--- src/hw/rtl/quadratic_least_squares_fit_defines.svh ---
// Assertion macros shared by the fit block. Each use names a label, a property
// and a message. The clock is clk and the active-low reset rst_n of the module.
`ifndef QUADRATIC_LEAST_SQUARES_FIT_DEFINES_SVH
`define QUADRATIC_LEAST_SQUARES_FIT_DEFINES_SVH

`ifndef NO_ASSERTIONS
`define QLSF_ASSERT(lbl, prop, msg) \
  lbl: assert property (@(posedge clk) disable iff (!rst_n) (prop)) else $error(msg);
`define QLSF_NEVER(lbl, cond, msg) \
  lbl: assert property (@(posedge clk) disable iff (!rst_n) !(cond)) else $error(msg);
`else
`define QLSF_ASSERT(lbl, prop, msg)
`define QLSF_NEVER(lbl, cond, msg)
`endif

`endif

--- src/hw/rtl/qlsf_pkg.sv ---
`timescale 1ns / 1ps
// ----------------------------------------------------------------------------
// qlsf_pkg
// Types, widths and the solver program of the quadratic least-squares fit.
// ----------------------------------------------------------------------------
package qlsf_pkg;

  localparam int X_W       = 12;
  localparam int Y_W       = 16;
  localparam int CNT_W     = 11;
  localparam int SX_W      = 22;
  localparam int SX2_W     = 34;
  localparam int SX3_W     = 44;
  localparam int SX4_W     = 56;
  localparam int SY_W      = 26;
  localparam int SXY_W     = 38;
  localparam int SX2Y_W    = 48;
  localparam int WIDE_W    = 192;
  localparam int OPB_W     = 64;
  localparam int FRAC_W    = 32;
  localparam int THR_W     = 32;
  localparam int COEF_W    = 64;
  localparam int PC_W      = 5;
  localparam int STEP_W    = 8;
  localparam int MAX_POINTS_DEF  = 1024;
  localparam int QUEUE_DEPTH_DEF = 2;
  localparam logic [PC_W-1:0] PC_LAST = 5'd23;
  localparam logic [THR_W-1:0] THR_RESET = 32'd1;

  typedef enum logic [1:0] {
    ST_OK    = 2'd0,
    ST_SHORT = 2'd1,
    ST_SING  = 2'd2
  } status_t;

  typedef struct packed {
    logic signed [X_W-1:0] x_value;
    logic signed [Y_W-1:0] y_value;
    logic                  include_req;
    logic                  last_point;
  } qlsf_in_t;

  typedef struct packed {
    logic signed [COEF_W-1:0] const_term;
    logic signed [COEF_W-1:0] linear_term;
    logic signed [COEF_W-1:0] quad_term;
    logic [1:0]               status;
  } qlsf_out_t;

  typedef struct packed {
    logic                     short_run;
    logic [CNT_W-1:0]         count;
    logic signed [SX_W-1:0]   sum_x;
    logic signed [SX2_W-1:0]  sum_x_sq;
    logic signed [SX3_W-1:0]  sum_x_cube;
    logic signed [SX4_W-1:0]  sum_x_fourth;
    logic signed [SY_W-1:0]   sum_y;
    logic signed [SXY_W-1:0]  sum_xy;
    logic signed [SX2Y_W-1:0] sum_x_sq_y;
  } qlsf_snap_t;

  typedef enum logic [2:0] {
    SEL_S0, SEL_SX, SEL_SX2, SEL_SX3, SEL_SX4, SEL_SY, SEL_SXY, SEL_SX2Y
  } sel_t;

  typedef enum logic [2:0] {
    W_C00, W_C01, W_C02, W_C11, W_C12, W_C22, W_DET
  } widx_t;

  typedef enum logic [1:0] {
    FIN_NONE, FIN_CHECK, FIN_DIV
  } fin_t;

  typedef struct packed {
    logic  a_wide;
    sel_t  a_sum;
    widx_t a_reg;
    sel_t  b_sum;
    logic  clr;
    logic  sub;
    logic  wr;
    widx_t dst;
    fin_t  fin;
  } mop_t;

  typedef enum logic [2:0] {
    BK_IDLE, BK_MUL_START, BK_MUL, BK_CHECK, BK_DIV_LOAD, BK_DIV, BK_SAT
  } bk_state_t;

  function automatic mop_t mop_rom(input logic [PC_W-1:0] pc);
    mop_t m;
    m = '{1'b0, SEL_S0, W_C00, SEL_S0, 1'b1, 1'b0, 1'b0, W_C00, FIN_NONE};
    case (pc)
      5'd0:  m = '{1'b0, SEL_SX2, W_C00, SEL_SX4, 1'b1, 1'b0, 1'b0, W_C00, FIN_NONE};
      5'd1:  m = '{1'b0, SEL_SX3, W_C00, SEL_SX3, 1'b0, 1'b1, 1'b1, W_C00, FIN_NONE};
      5'd2:  m = '{1'b0, SEL_SX2, W_C00, SEL_SX3, 1'b1, 1'b0, 1'b0, W_C01, FIN_NONE};
      5'd3:  m = '{1'b0, SEL_SX,  W_C00, SEL_SX4, 1'b0, 1'b1, 1'b1, W_C01, FIN_NONE};
      5'd4:  m = '{1'b0, SEL_SX,  W_C00, SEL_SX3, 1'b1, 1'b0, 1'b0, W_C02, FIN_NONE};
      5'd5:  m = '{1'b0, SEL_SX2, W_C00, SEL_SX2, 1'b0, 1'b1, 1'b1, W_C02, FIN_NONE};
      5'd6:  m = '{1'b0, SEL_S0,  W_C00, SEL_SX4, 1'b1, 1'b0, 1'b0, W_C11, FIN_NONE};
      5'd7:  m = '{1'b0, SEL_SX2, W_C00, SEL_SX2, 1'b0, 1'b1, 1'b1, W_C11, FIN_NONE};
      5'd8:  m = '{1'b0, SEL_SX2, W_C00, SEL_SX,  1'b1, 1'b0, 1'b0, W_C12, FIN_NONE};
      5'd9:  m = '{1'b0, SEL_S0,  W_C00, SEL_SX3, 1'b0, 1'b1, 1'b1, W_C12, FIN_NONE};
      5'd10: m = '{1'b0, SEL_S0,  W_C00, SEL_SX2, 1'b1, 1'b0, 1'b0, W_C22, FIN_NONE};
      5'd11: m = '{1'b0, SEL_SX,  W_C00, SEL_SX,  1'b0, 1'b1, 1'b1, W_C22, FIN_NONE};
      5'd12: m = '{1'b1, SEL_S0,  W_C00, SEL_S0,  1'b1, 1'b0, 1'b0, W_DET, FIN_NONE};
      5'd13: m = '{1'b1, SEL_S0,  W_C01, SEL_SX,  1'b0, 1'b0, 1'b0, W_DET, FIN_NONE};
      5'd14: m = '{1'b1, SEL_S0,  W_C02, SEL_SX2, 1'b0, 1'b0, 1'b1, W_DET, FIN_CHECK};
      5'd15: m = '{1'b1, SEL_S0,  W_C00, SEL_SY,  1'b1, 1'b0, 1'b0, W_DET, FIN_NONE};
      5'd16: m = '{1'b1, SEL_S0,  W_C01, SEL_SXY, 1'b0, 1'b0, 1'b0, W_DET, FIN_NONE};
      5'd17: m = '{1'b1, SEL_S0,  W_C02, SEL_SX2Y, 1'b0, 1'b0, 1'b0, W_DET, FIN_DIV};
      5'd18: m = '{1'b1, SEL_S0,  W_C01, SEL_SY,  1'b1, 1'b0, 1'b0, W_DET, FIN_NONE};
      5'd19: m = '{1'b1, SEL_S0,  W_C11, SEL_SXY, 1'b0, 1'b0, 1'b0, W_DET, FIN_NONE};
      5'd20: m = '{1'b1, SEL_S0,  W_C12, SEL_SX2Y, 1'b0, 1'b0, 1'b0, W_DET, FIN_DIV};
      5'd21: m = '{1'b1, SEL_S0,  W_C02, SEL_SY,  1'b1, 1'b0, 1'b0, W_DET, FIN_NONE};
      5'd22: m = '{1'b1, SEL_S0,  W_C12, SEL_SXY, 1'b0, 1'b0, 1'b0, W_DET, FIN_NONE};
      5'd23: m = '{1'b1, SEL_S0,  W_C22, SEL_SX2Y, 1'b0, 1'b0, 1'b0, W_DET, FIN_DIV};
      default: m = '{1'b0, SEL_S0, W_C00, SEL_S0, 1'b1, 1'b0, 1'b0, W_C00, FIN_NONE};
    endcase
    return m;
  endfunction

endpackage

--- src/hw/rtl/qlsf_queue.sv ---
`timescale 1ns / 1ps
`include "quadratic_least_squares_fit_defines.svh"
// ----------------------------------------------------------------------------
// qlsf_queue
// Short queue of finished run sums between the front and the solver.
// ----------------------------------------------------------------------------
module qlsf_queue #(
  parameter int DEPTH = qlsf_pkg::QUEUE_DEPTH_DEF,
  localparam int LVL_W = $clog2(DEPTH + 1),
  localparam int PTR_W = (DEPTH > 1) ? $clog2(DEPTH) : 1
) (
  input  logic                 clk,
  input  logic                 rst_n,
  input  logic                 push_i,
  input  qlsf_pkg::qlsf_snap_t push_data_i,
  input  logic                 pop_i,
  output qlsf_pkg::qlsf_snap_t head_o,
  output logic                 empty_o,
  output logic [LVL_W-1:0]     level_o
);
  import qlsf_pkg::*;

  qlsf_snap_t mem_r [DEPTH];
  logic [PTR_W-1:0] wr_r, wr_nxt, rd_r, rd_nxt;
  logic [LVL_W-1:0] level_r, level_nxt;

  function automatic logic [PTR_W-1:0] bump(input logic [PTR_W-1:0] p);
    return (p == PTR_W'(DEPTH - 1)) ? '0 : p + 1'b1;
  endfunction

  assign empty_o = level_r == '0;
  assign level_o = level_r;
  assign head_o  = mem_r[rd_r];

  always_comb begin
    wr_nxt    = push_i ? bump(wr_r) : wr_r;
    rd_nxt    = pop_i ? bump(rd_r) : rd_r;
    level_nxt = level_r + LVL_W'(push_i) - LVL_W'(pop_i);
  end

  always_ff @(posedge clk) begin
    if (push_i) begin
      mem_r[wr_r] <= push_data_i;
    end
  end

  always_ff @(posedge clk) begin
    if (!rst_n) begin
      wr_r    <= '0;
      rd_r    <= '0;
      level_r <= '0;
    end else begin
      wr_r    <= wr_nxt;
      rd_r    <= rd_nxt;
      level_r <= level_nxt;
    end
  end

  `QLSF_NEVER(a_overflow, push_i && !pop_i && (level_r == LVL_W'(DEPTH)), "queue overflow")
  `QLSF_NEVER(a_underflow, pop_i && empty_o, "queue pop while empty")
  `QLSF_ASSERT(a_level_up, push_i && !pop_i |=> level_r == $past(level_r) + 1'b1, "level")
endmodule

--- config.mk ---
export PLATFORM = sky130hd
export DESIGN_NAME = qlsf_queue
export DESIGN_NICKNAME = d
export VERILOG_FILES = /design/src/hw/rtl/qlsf_pkg.sv /design/src/hw/rtl/qlsf_queue.sv
export VERILOG_INCLUDE_DIRS = /design/src /design/src/hw/rtl
export SDC_FILE = /design/constraint.sdc
export NUM_CORES = 1
export LEC_CHECK = 0
export BUFFER_PORTS_ARGS = -buffer_cell sky130_fd_sc_hd__buf_2
export CAP_MARGIN = 15
export CORE_MARGIN = 2
export CORE_UTILIZATION = 44
export DETAILED_ROUTE_END_ITERATION = 7
export GPL_TIMING_DRIVEN = 0
export PLACE_DENSITY = 0.69
export SLEW_MARGIN = 20
export SYNTH_ARGS = -nofsm -noshare
export SYNTH_HDL_FRONTEND = slang
export SYNTH_SLANG_ARGS = --single-unit
--- constraint.sdc ---
create_clock -name clk -period 18 [get_ports clk]
set_input_delay 0.9 -clock clk [delete_from_list [all_inputs] [get_ports clk]]
set_output_delay 0.9 -clock clk [all_outputs]
set_load 0.005 [all_outputs]
==> Flow_metrics.wiki, run 1 <==
{| class="wikitable"
! Metric !! Value
|-
| Routability congestion estimate || 0.772
|-
| Antenna-violating nets left || 0
|-
| Cell with the largest stage delay on the worst path || mux2_4
|-
| Average footprint of a synthesized cell || 23.8 µm²
|-
| CTS clk-pin slew, worst paths || 0.06 ns
|-
| Most frequent cells in the layout || 574 x buf_2, 560 x edfxtp_1, 200 x mux2_4
|-
| Flip-flop and latch count after synthesis || 565
|-
| XOR/XNOR share of the synthesized area || 0.147%
|-
| Post_cts resized || 0
|-
| Worst Path Max Fanout || 10
|-
| Cell Rows || 80
|-
| Count of fill cells added during filler insertion || 3594
|-
| Outcome || finished clean
|-
| Vias per std cell || 4.89
|-
| Hold_buf cts || 0
|-
| Post-layout total power || 3.00 mW
|-
| Clock tree from TritonCTS || done
|-
| Global-route wire length before repair || 68100 µm
|-
| Placement Setup Slack || 15.09 ns
|-
| Initial antenna violation count || 33
|-
| Data required, critical path || 17.10 ns
|-
| Lkg Pwr || 10.6 nW
|-
| Post-CTS setup buffers || 0
|-
| Latest clock arrival within the worst-skew pair || 0.59 ns
|-
| Maximum number of pins on one net before global-route repair || 50
|-
| CTS Root Buffer Type || clkbuf_16
|-
| Yosys warnings || 0
|-
| Signed area change from the synthesized netlist to the final layout || 27.7%
|-
| Post-Place Cell Area || 25300 µm²
|-
| Cell family with most CP delay || buffers and inverters
|-
| Total nets after synthesis || 1177
|-
| Final period utilization || 16.4%
|-
| Fraction of synthesized area in multiplexers || 18.4%
|-
| Worst IR drop on VDD || 0.0000845 V
|-
| Commonest non-fill, non-tap cell in the layout || buf_2
|-
| Overflow left after global routing || 0
|-
| Clock skew || 0.0152 ns
|-
| Max transition margin || 57.2%
|-
| Arrival time of the worst setup path || 2.06 ns
|-
| Count of buffers from port buffering || 566
|-
| Number of sinks on the clock net || 565
|-
| Startpoint type of the worst setup path || flop
|-
| Share of the synthesized area in compound gates (AO/OA/AOI/OAI) || 0.0353%
|-
| Number of pins with negative max-slew slack in the final report || 0
|-
| Drt first-iter violations || 587
|-
| Fraction of final layout cells with drive strength greater than 1 || 61.7%
|-
| Final routed wirelength across all metal layers || 47400 µm
|-
| Core outline area || 47600 µm²
|-
| Unrepaired setup endpoints after global routing || false
|-
| Setup violation total in the final timing report || 0
|-
| DR DRC count || 0
|-
| PwrDens || 111 nW/µm²
|-
| Area of the die || 50000 µm²
|-
| Syn Inst Count || 891
|-
| Bufs and invs on worst path || 4
|-
| Aggregate global-route resource usage || 18.4%
|-
| Post-synthesis share of cell area spent on and, or, nand and nor gates || 0.224%
|-
| Hold/Removal Path Class || in -> reg
|-
| Ports placed on the boundary || 567
|-
| Sequential share of the synthesized area || 79.7%
|-
| Maximum achievable frequency || 338 MHz
|-
| Class of the most critical setup path || reg -> out
|-
| Vias in the first global route || 11421
|-
| Critical Path, Cell by Cell || buf_6 > buf_6 > buf_6 > mux2_4 > buf_2
|-
| Summed instance area of the synthesized netlist || 21200 µm²
|-
| Longest Clk Path Bufs || 3
|-
| Initial Utilization || 44.6%
|-
| Tmin final || 2.96 ns
|-
| Detailed-route via count || 10808
|-
| Net count of the finished layout || 1821
|-
| Category of the worst setup path capture point || output port
|-
| Die Span X || 224 µm
|-
| Fin. Hold Viols || 0
|-
| Cell occurring most often along the worst timing path || buf_6
|-
| Hpwl dp || 35000 µm
|-
| Number of distinct standard cells referenced by the synthesized netlist || 14
|-
| Reported max-cap violation count || 0
|-
| Highest cell delay on the worst timing path || 0.34 ns
|-
| Adder-cell share of the synthesized area || 0.118%
|-
| Drt wl/cell || 21.4 µm
|-
| Worst Max-Slew Pin Slew || 0.642 ns
|-
| Finished Cell Area || 27100 µm²
|-
| Initial DRT Pass Iterations || 4
|-
| Number of buffers added by the clock tree synthesis step || 57
|-
| Die span in y || 224 µm
|-
| Largest family of logic cells by synthesized area || multiplexers
|-
| Final Worst Setup Slack || 15.04 ns
|-
| Number of H-tree levels || 2
|}
==> worst register-to-register path: cells and delay by family (launching register included) <==
family                 cells  cell delay, ns
DFF                        1            0.39
buffers and inverters      3            0.88
and+or+nand+nor            1            0.60
==> synthesized netlist by cell type <==
library cell / instances / area share [%]
xor2_1: 1 / 0.041
ha_1: 2 / 0.12
nor2_1: 1 / 0.018
buf_2: 8 / 0.19
edfxtp_1: 560 / 79
and2_1: 4 / 0.12
buf_6: 23 / 1.2
inv_1: 2 / 0.035
xnor3_1: 1 / 0.11
mux2_2: 80 / 4.2
mux2_4: 200 / 14
nor2b_1: 3 / 0.088
dfxtp_1: 5 / 0.47
o21a_1: 1 / 0.035
==> worst paths after layout <==
kind | depth (start not counted) | from | slack [ns] | to
min reg2reg | 2 | rd_r$_SDFFE_PN0P_ | 0.58 | flop
max reg2reg | 4 | wr_r$_SDFFE_PN0P_ | 15.78 | mem_r[1][130]$_DFFE_PP_
min | 1 | push_data_i[270] | 0.49 | mem_r[1][270]$_DFFE_PP_
max | 5 | flop | 15.04 | head_o[186]
==> per-stage QoR <==
step / std cells / hold WS (ns) / TNS (ns) / util, %
5_1_grt: 2206 / 0.457 / 0 / 56.9
4_1_cts: 2197 / 0.439 / 0 / 56.9
2_1_floorplan: 891 / 0.555 / 0 / -
6_report: 2212 / 0.486 / 0 / 56.9
3_5_place_dp: 2091 / 0.580 / 0 / 53.1
3_3_place_gp: 2072 / 0.567 / -928.25 / 52.1
==> per-layer routing <==
metal | GRT usage (%) | share of wire [%]
met1 | 19.5 | 35
met2 | 31.6 | 50
met3 | 8.70 | 11
met4 | 7.20 | 2.7
met5 | 0 | 0.46
==> area by class of cell <==
type                            instances  area [µm²]  share of cell area, %
Clock buffer                           74        1570                   5.80
Multi-Input combinational cell        293        4030                   14.8
Clock inverter                         32         229                  0.844
Buffer                                 31         299                   1.10
Antenna cell                           15        37.5                  0.138
Timing Repair Buffer                  585        3270                   12.1
Tap cell                              615         769                   2.84
Sequential cell                       565       16900                   62.4
Inverter                                2        7.51                 0.0277
==> cell families after synthesis <==
logic type | Yosys count
AOI/OAI and AO/OA | 1
xor gates and xnor gates | 2
adders and majority gates | 2
buffers and inverters | 33
DFF | 565
muxes | 280
and+or+nand+nor | 8
==> flip-flops by register name (all words and copies together), names as in the netlist, named ones only <==
register / count
mem_r: 560
level_o: 2
rd_r: 1
wr_r: 1
==> where the power goes <==
part           total [mW]  internal (mW)  switching [mW]
logic               0.338          0.182           0.155
clock network        1.13          0.655           0.472
registers            1.54           1.52          0.0159
Note: power is estimated with default switching activity, not from simulation.
==> run 2, diff against run 1 <==
--- a/config.mk
+++ b/config.mk
@@ -6,13 +6,14 @@
 export SDC_FILE = /design/constraint.sdc
 export NUM_CORES = 1
 export LEC_CHECK = 0
+export ABC_AREA = 1
 export BUFFER_PORTS_ARGS = -buffer_cell sky130_fd_sc_hd__buf_2
 export CAP_MARGIN = 15
 export CORE_MARGIN = 2
 export CORE_UTILIZATION = 44
 export DETAILED_ROUTE_END_ITERATION = 7
 export GPL_TIMING_DRIVEN = 0
-export PLACE_DENSITY = 0.69
+export PLACE_DENSITY = 0.71
 export SLEW_MARGIN = 20
 export SYNTH_ARGS = -nofsm -noshare
 export SYNTH_HDL_FRONTEND = slang
==> constraint.sdc (replaced) <==
create_clock -name clk -period 2.56 [get_ports clk]
set_input_delay 0.128 -clock clk [delete_from_list [all_inputs] [get_ports clk]]
set_output_delay 0.128 -clock clk [all_outputs]
set_load 0.005 [all_outputs]
==> run 2 against run 1 <==
Net effect:
- non-clock buffer count is 288 higher
- final cell count is 13% higher
- first-iteration DRC count is 15% higher
- die area hardly changed
- cell area is 11% higher
- combinational power grew to 7.5 times the previous value
- clock power grew to 7.0 times the previous value
- critical endpoint is now mem_r[0][104]$_DFFE_PP_
==> Flow_metrics.wiki, run 2 <==
{| class="wikitable"
! Metric !! Value
|-
| Relative contribution of combinational cells to total power || 12.0%
|-
| Finished Cell Area || 30000 µm²
|-
| Sequential share of the synthesized area || 79.6%
|-
| Longest Clk Path Bufs || 3
|-
| Latest clock arrival within the worst-skew pair || 0.60 ns
|-
| Number of distinct standard cells referenced by the synthesized netlist || 12
|-
| Setup slack, reg-to-reg || 0.27 ns
|-
| RR Endpoint || mem_r[0][104]$_DFFE_PP_
|-
| Adder-cell share of the synthesized area || 0.118%
|-
| Number of buffers added by the clock tree synthesis step || 58
|-
| Aggregate negative setup slack || 0 ns
|-
| PwrDens || 709 nW/µm²
|-
| Hold_buf cts || 284
|-
| Start point of the worst hold path || push_data_i[278]
|-
| Worst Path Max Fanout || 24
|-
| Arrival time of the worst setup path || 2.58 ns
|-
| Aggregate global-route resource usage || 20.6%
|-
| Hold/Removal Path Class || in -> reg
|-
| Highest signal layer in the routed design || met5
|-
| Category of the worst setup path capture point || flop
|-
| Setup violation total in the final timing report || 0
|-
| XOR/XNOR share of the synthesized area || 0%
|-
| Most instantiated flip-flop cell in the synthesis netlist || edfxtp_1
|-
| Number of cells in the finished layout apart from fillers || 2505
|-
| Post-synthesis share of cell area spent on and, or, nand and nor gates || 0.306%
|-
| Antenna-violating nets left || 0
|-
| Commonest non-fill, non-tap cell in the layout || buf_2
|-
| Clock skew || 0.0246 ns
|-
| Internal power consumption || 16.6 mW
|-
| Net count of the finished layout || 2122
|-
| Drt first-iter violations || 677
|-
| Number of H-tree levels || 2
|-
| Total length of routed met3 wires || 4030 µm
|-
| Largest reg by FF count || mem_r
|-
| Cell Rows || 80
|-
| CTS Root Buffer Type || clkbuf_16
|-
| Hpwl dp || 34200 µm
|-
| Worst flop-to-flop path startpoint || wr_r$_SDFFE_PN0P_
|-
| Routability congestion estimate || 0.773
|-
| Die Span X || 224 µm
|-
| Proportion of register bits with asynchronous set or reset after synthesis || 0%
|-
| Power dissipated by switching net loads || 4.70 mW
|-
| Ports placed on the boundary || 567
|-
| Sw frac || 22.1%
|-
| Drt wl/cell || 21.3 µm
|-
| Fraction of final layout cells with drive strength greater than 1 || 52.6%
|-
| Total placed cells including tap cells || 2107
|-
| Worst-case reg-to-reg path depth || 6
|-
| Post-route met1 wirelength || 19900 µm
|-
| Min Hold Slack || 0.255 ns
|-
| Max transition margin || 49.5%
|-
| Area of the die || 50000 µm²
|-
| Hold Path Sink || mem_r[1][278]$_DFFE_PP_
|-
| Maximum achievable frequency || 436 MHz
|-
| Number of pins with negative max-slew slack in the final report || 0
|-
| Vias in the first global route || 13163
|-
| Yosys warnings || 0
|-
| Flip-flop count of the largest register, all copies and words added || 560
|-
| Detailed-route via count || 12165
|-
| Core outline area || 47600 µm²
|-
| Vias per std cell || 4.86
|-
| Initial antenna violation count || 8
|-
| DR DRC count || 0
|-
| Die span in y || 224 µm
|-
| Sequential cell fraction of total power || 51.0%
|-
| Initial Utilization || 44.6%
|-
| Reported max-cap violation count || 0
|-
| Initial DRT Pass Iterations || 4
|-
| Post_cts resized || 0
|-
| Final design utilization || 63.0%
|-
| Worst Max-Slew Pin Slew || 0.756 ns
|-
| Leading cell type by number of instances after synthesis || edfxtp_1
|-
| Tmin final || 2.29 ns
|-
| Number of sinks on the clock net || 565
|-
| Cell type with the highest aggregate area in the netlist || edfxtp_1
|-
| Outcome || finished clean
|-
| Summed instance area of the synthesized netlist || 21200 µm²
|-
| Overflow left after global routing || 0
|-
| Lkg Pwr || 11.9 nW
|-
| Average footprint of a synthesized cell || 23.5 µm²
|-
| Most frequent cells in the layout || 574 x buf_2, 560 x edfxtp_1, 284 x dlygate4sd3_1
|-
| Total nets after synthesis || 1189
|-
| Worst IR drop on VDD || 0.000656 V
|-
| Met2 routed WL || 27300 µm
|-
| Class of the most critical setup path || reg -> reg
|-
| Global-route wire length before repair || 77100 µm
|-
| Unrepaired setup endpoints after global routing || false
|-
| Share of the synthesized area in compound gates (AO/OA/AOI/OAI) || 0.0236%
|-
| EDFF count, synth || 560
|-
| Maximum number of pins on one net before global-route repair || 34
|-
| Top-area cell type share of the netlist area || 79.2%
|-
| Leading post-synthesis cells by instance count || 560 x edfxtp_1, 200 x mux2_4, 80 x mux2_2
|-
| Flip-flop and latch count after synthesis || 565
|-
| Post-CTS setup buffers || 0
|-
| Cell types occupying the most area after synthesis || edfxtp_1 79%, mux2_4 14%, mux2_2 4.2%, buf_6 1.2%, dfxtp_1 0.47%
|-
| Cell depth of the worst min-delay path || 2
|-
| Syn Inst Count || 903
|-
| Signed area change from the synthesized netlist to the final layout || 41.4%
|-
| Clock tree from TritonCTS || done
|-
| Largest family of logic cells by synthesized area || multiplexers
|-
| Data required, critical path || 2.85 ns
|-
| Fin. Hold Viols || 0
|-
| Final period utilization || 89.5%
|-
| Count of buffers from port buffering || 566
|-
| Post-Place Cell Area || 25400 µm²
|-
| Fraction of synthesized area in multiplexers || 18.4%
|-
| CTS clk-pin slew, worst paths || 0.06 ns
|-
| Final routed wirelength across all metal layers || 53300 µm
|-
| Startpoint type of the worst setup path || flop
|-
| Clock group share of total power || 37.0%
|-
| Count of fill cells added during filler insertion || 3195
|}
run 2: power by group through the flow:
stage	Sequential (mW)	Combinational (mW)	Clock [mW]
after global placement	11.1	1.99	0
final	10.9	2.55	7.89
after global routing	10.9	2.70	8.40
after floorplan	11.1	1.07	0
after CTS	10.8	2.53	8.01
after detailed placement	11.0	2.15	0
run 2: cells by family after synthesis:
kind of cell | Yosys count
AOI/OAI and AO/OA | 1
adders and majority gates | 2
buffers and inverters | 38
DFF | 565
muxes | 280
and+or+nand+nor | 17
run 2: how the worst max path moves through the flow:
stage          cells past startpoint               from                       to
3_3_place_gp                       2  wr_r$_SDFFE_PN0P_  mem_r[1][105]$_DFFE_PP_
5_1_grt                            6  wr_r$_SDFFE_PN0P_  mem_r[0][104]$_DFFE_PP_
3_5_place_dp                       8             push_i  mem_r[0][100]$_DFFE_PP_
6_report                           6  wr_r$_SDFFE_PN0P_  mem_r[0][104]$_DFFE_PP_
2_1_floorplan                      2  wr_r$_SDFFE_PN0P_    mem_r[1][0]$_DFFE_PP_
4_1_cts                            5               flop              head_o[235]
run 2: metal layers:
layer | up-vias | global-route usage [%]
li1 | 5485 | -
met1 | 6024 | 22.8
met2 | 525 | 36.5
met3 | 127 | 6.07
met4 | 4 | 9.44
met5 | - | 0
run 2: worst max-delay path, stage by stage, from the launching register on:
cell and delay [ns]:
dfxtp_2 0.34, nor2_4 0.58, buf_16 0.25, buf_16 0.19, buf_12 0.20, buf_16 0.18, buf_16 0.19
run 2: area by class of cell:
class                           count  area [µm²]  share of cell area (%)
Sequential cell                   565       16900                    56.3
Buffer                             31         299                   0.995
Clock inverter                     39         233                   0.775
Inverter                            7        30.0                   0.100
Timing Repair Buffer              873        6210                    20.7
Antenna cell                        6        15.0                  0.0500
Multi-Input combinational cell    300        4010                    13.3
Clock buffer                       69        1560                    5.18
Tap cell                          615         769                    2.56
run 2: through the flow:
step	power, mW	setup WS, ns
2_1_floorplan	12.1	-2.43
3_3_place_gp	13.1	-4.94
3_5_place_dp	13.2	0.218
4_1_cts	21.4	0.181
5_1_grt	22.0	0.171
6_report	21.3	0.268
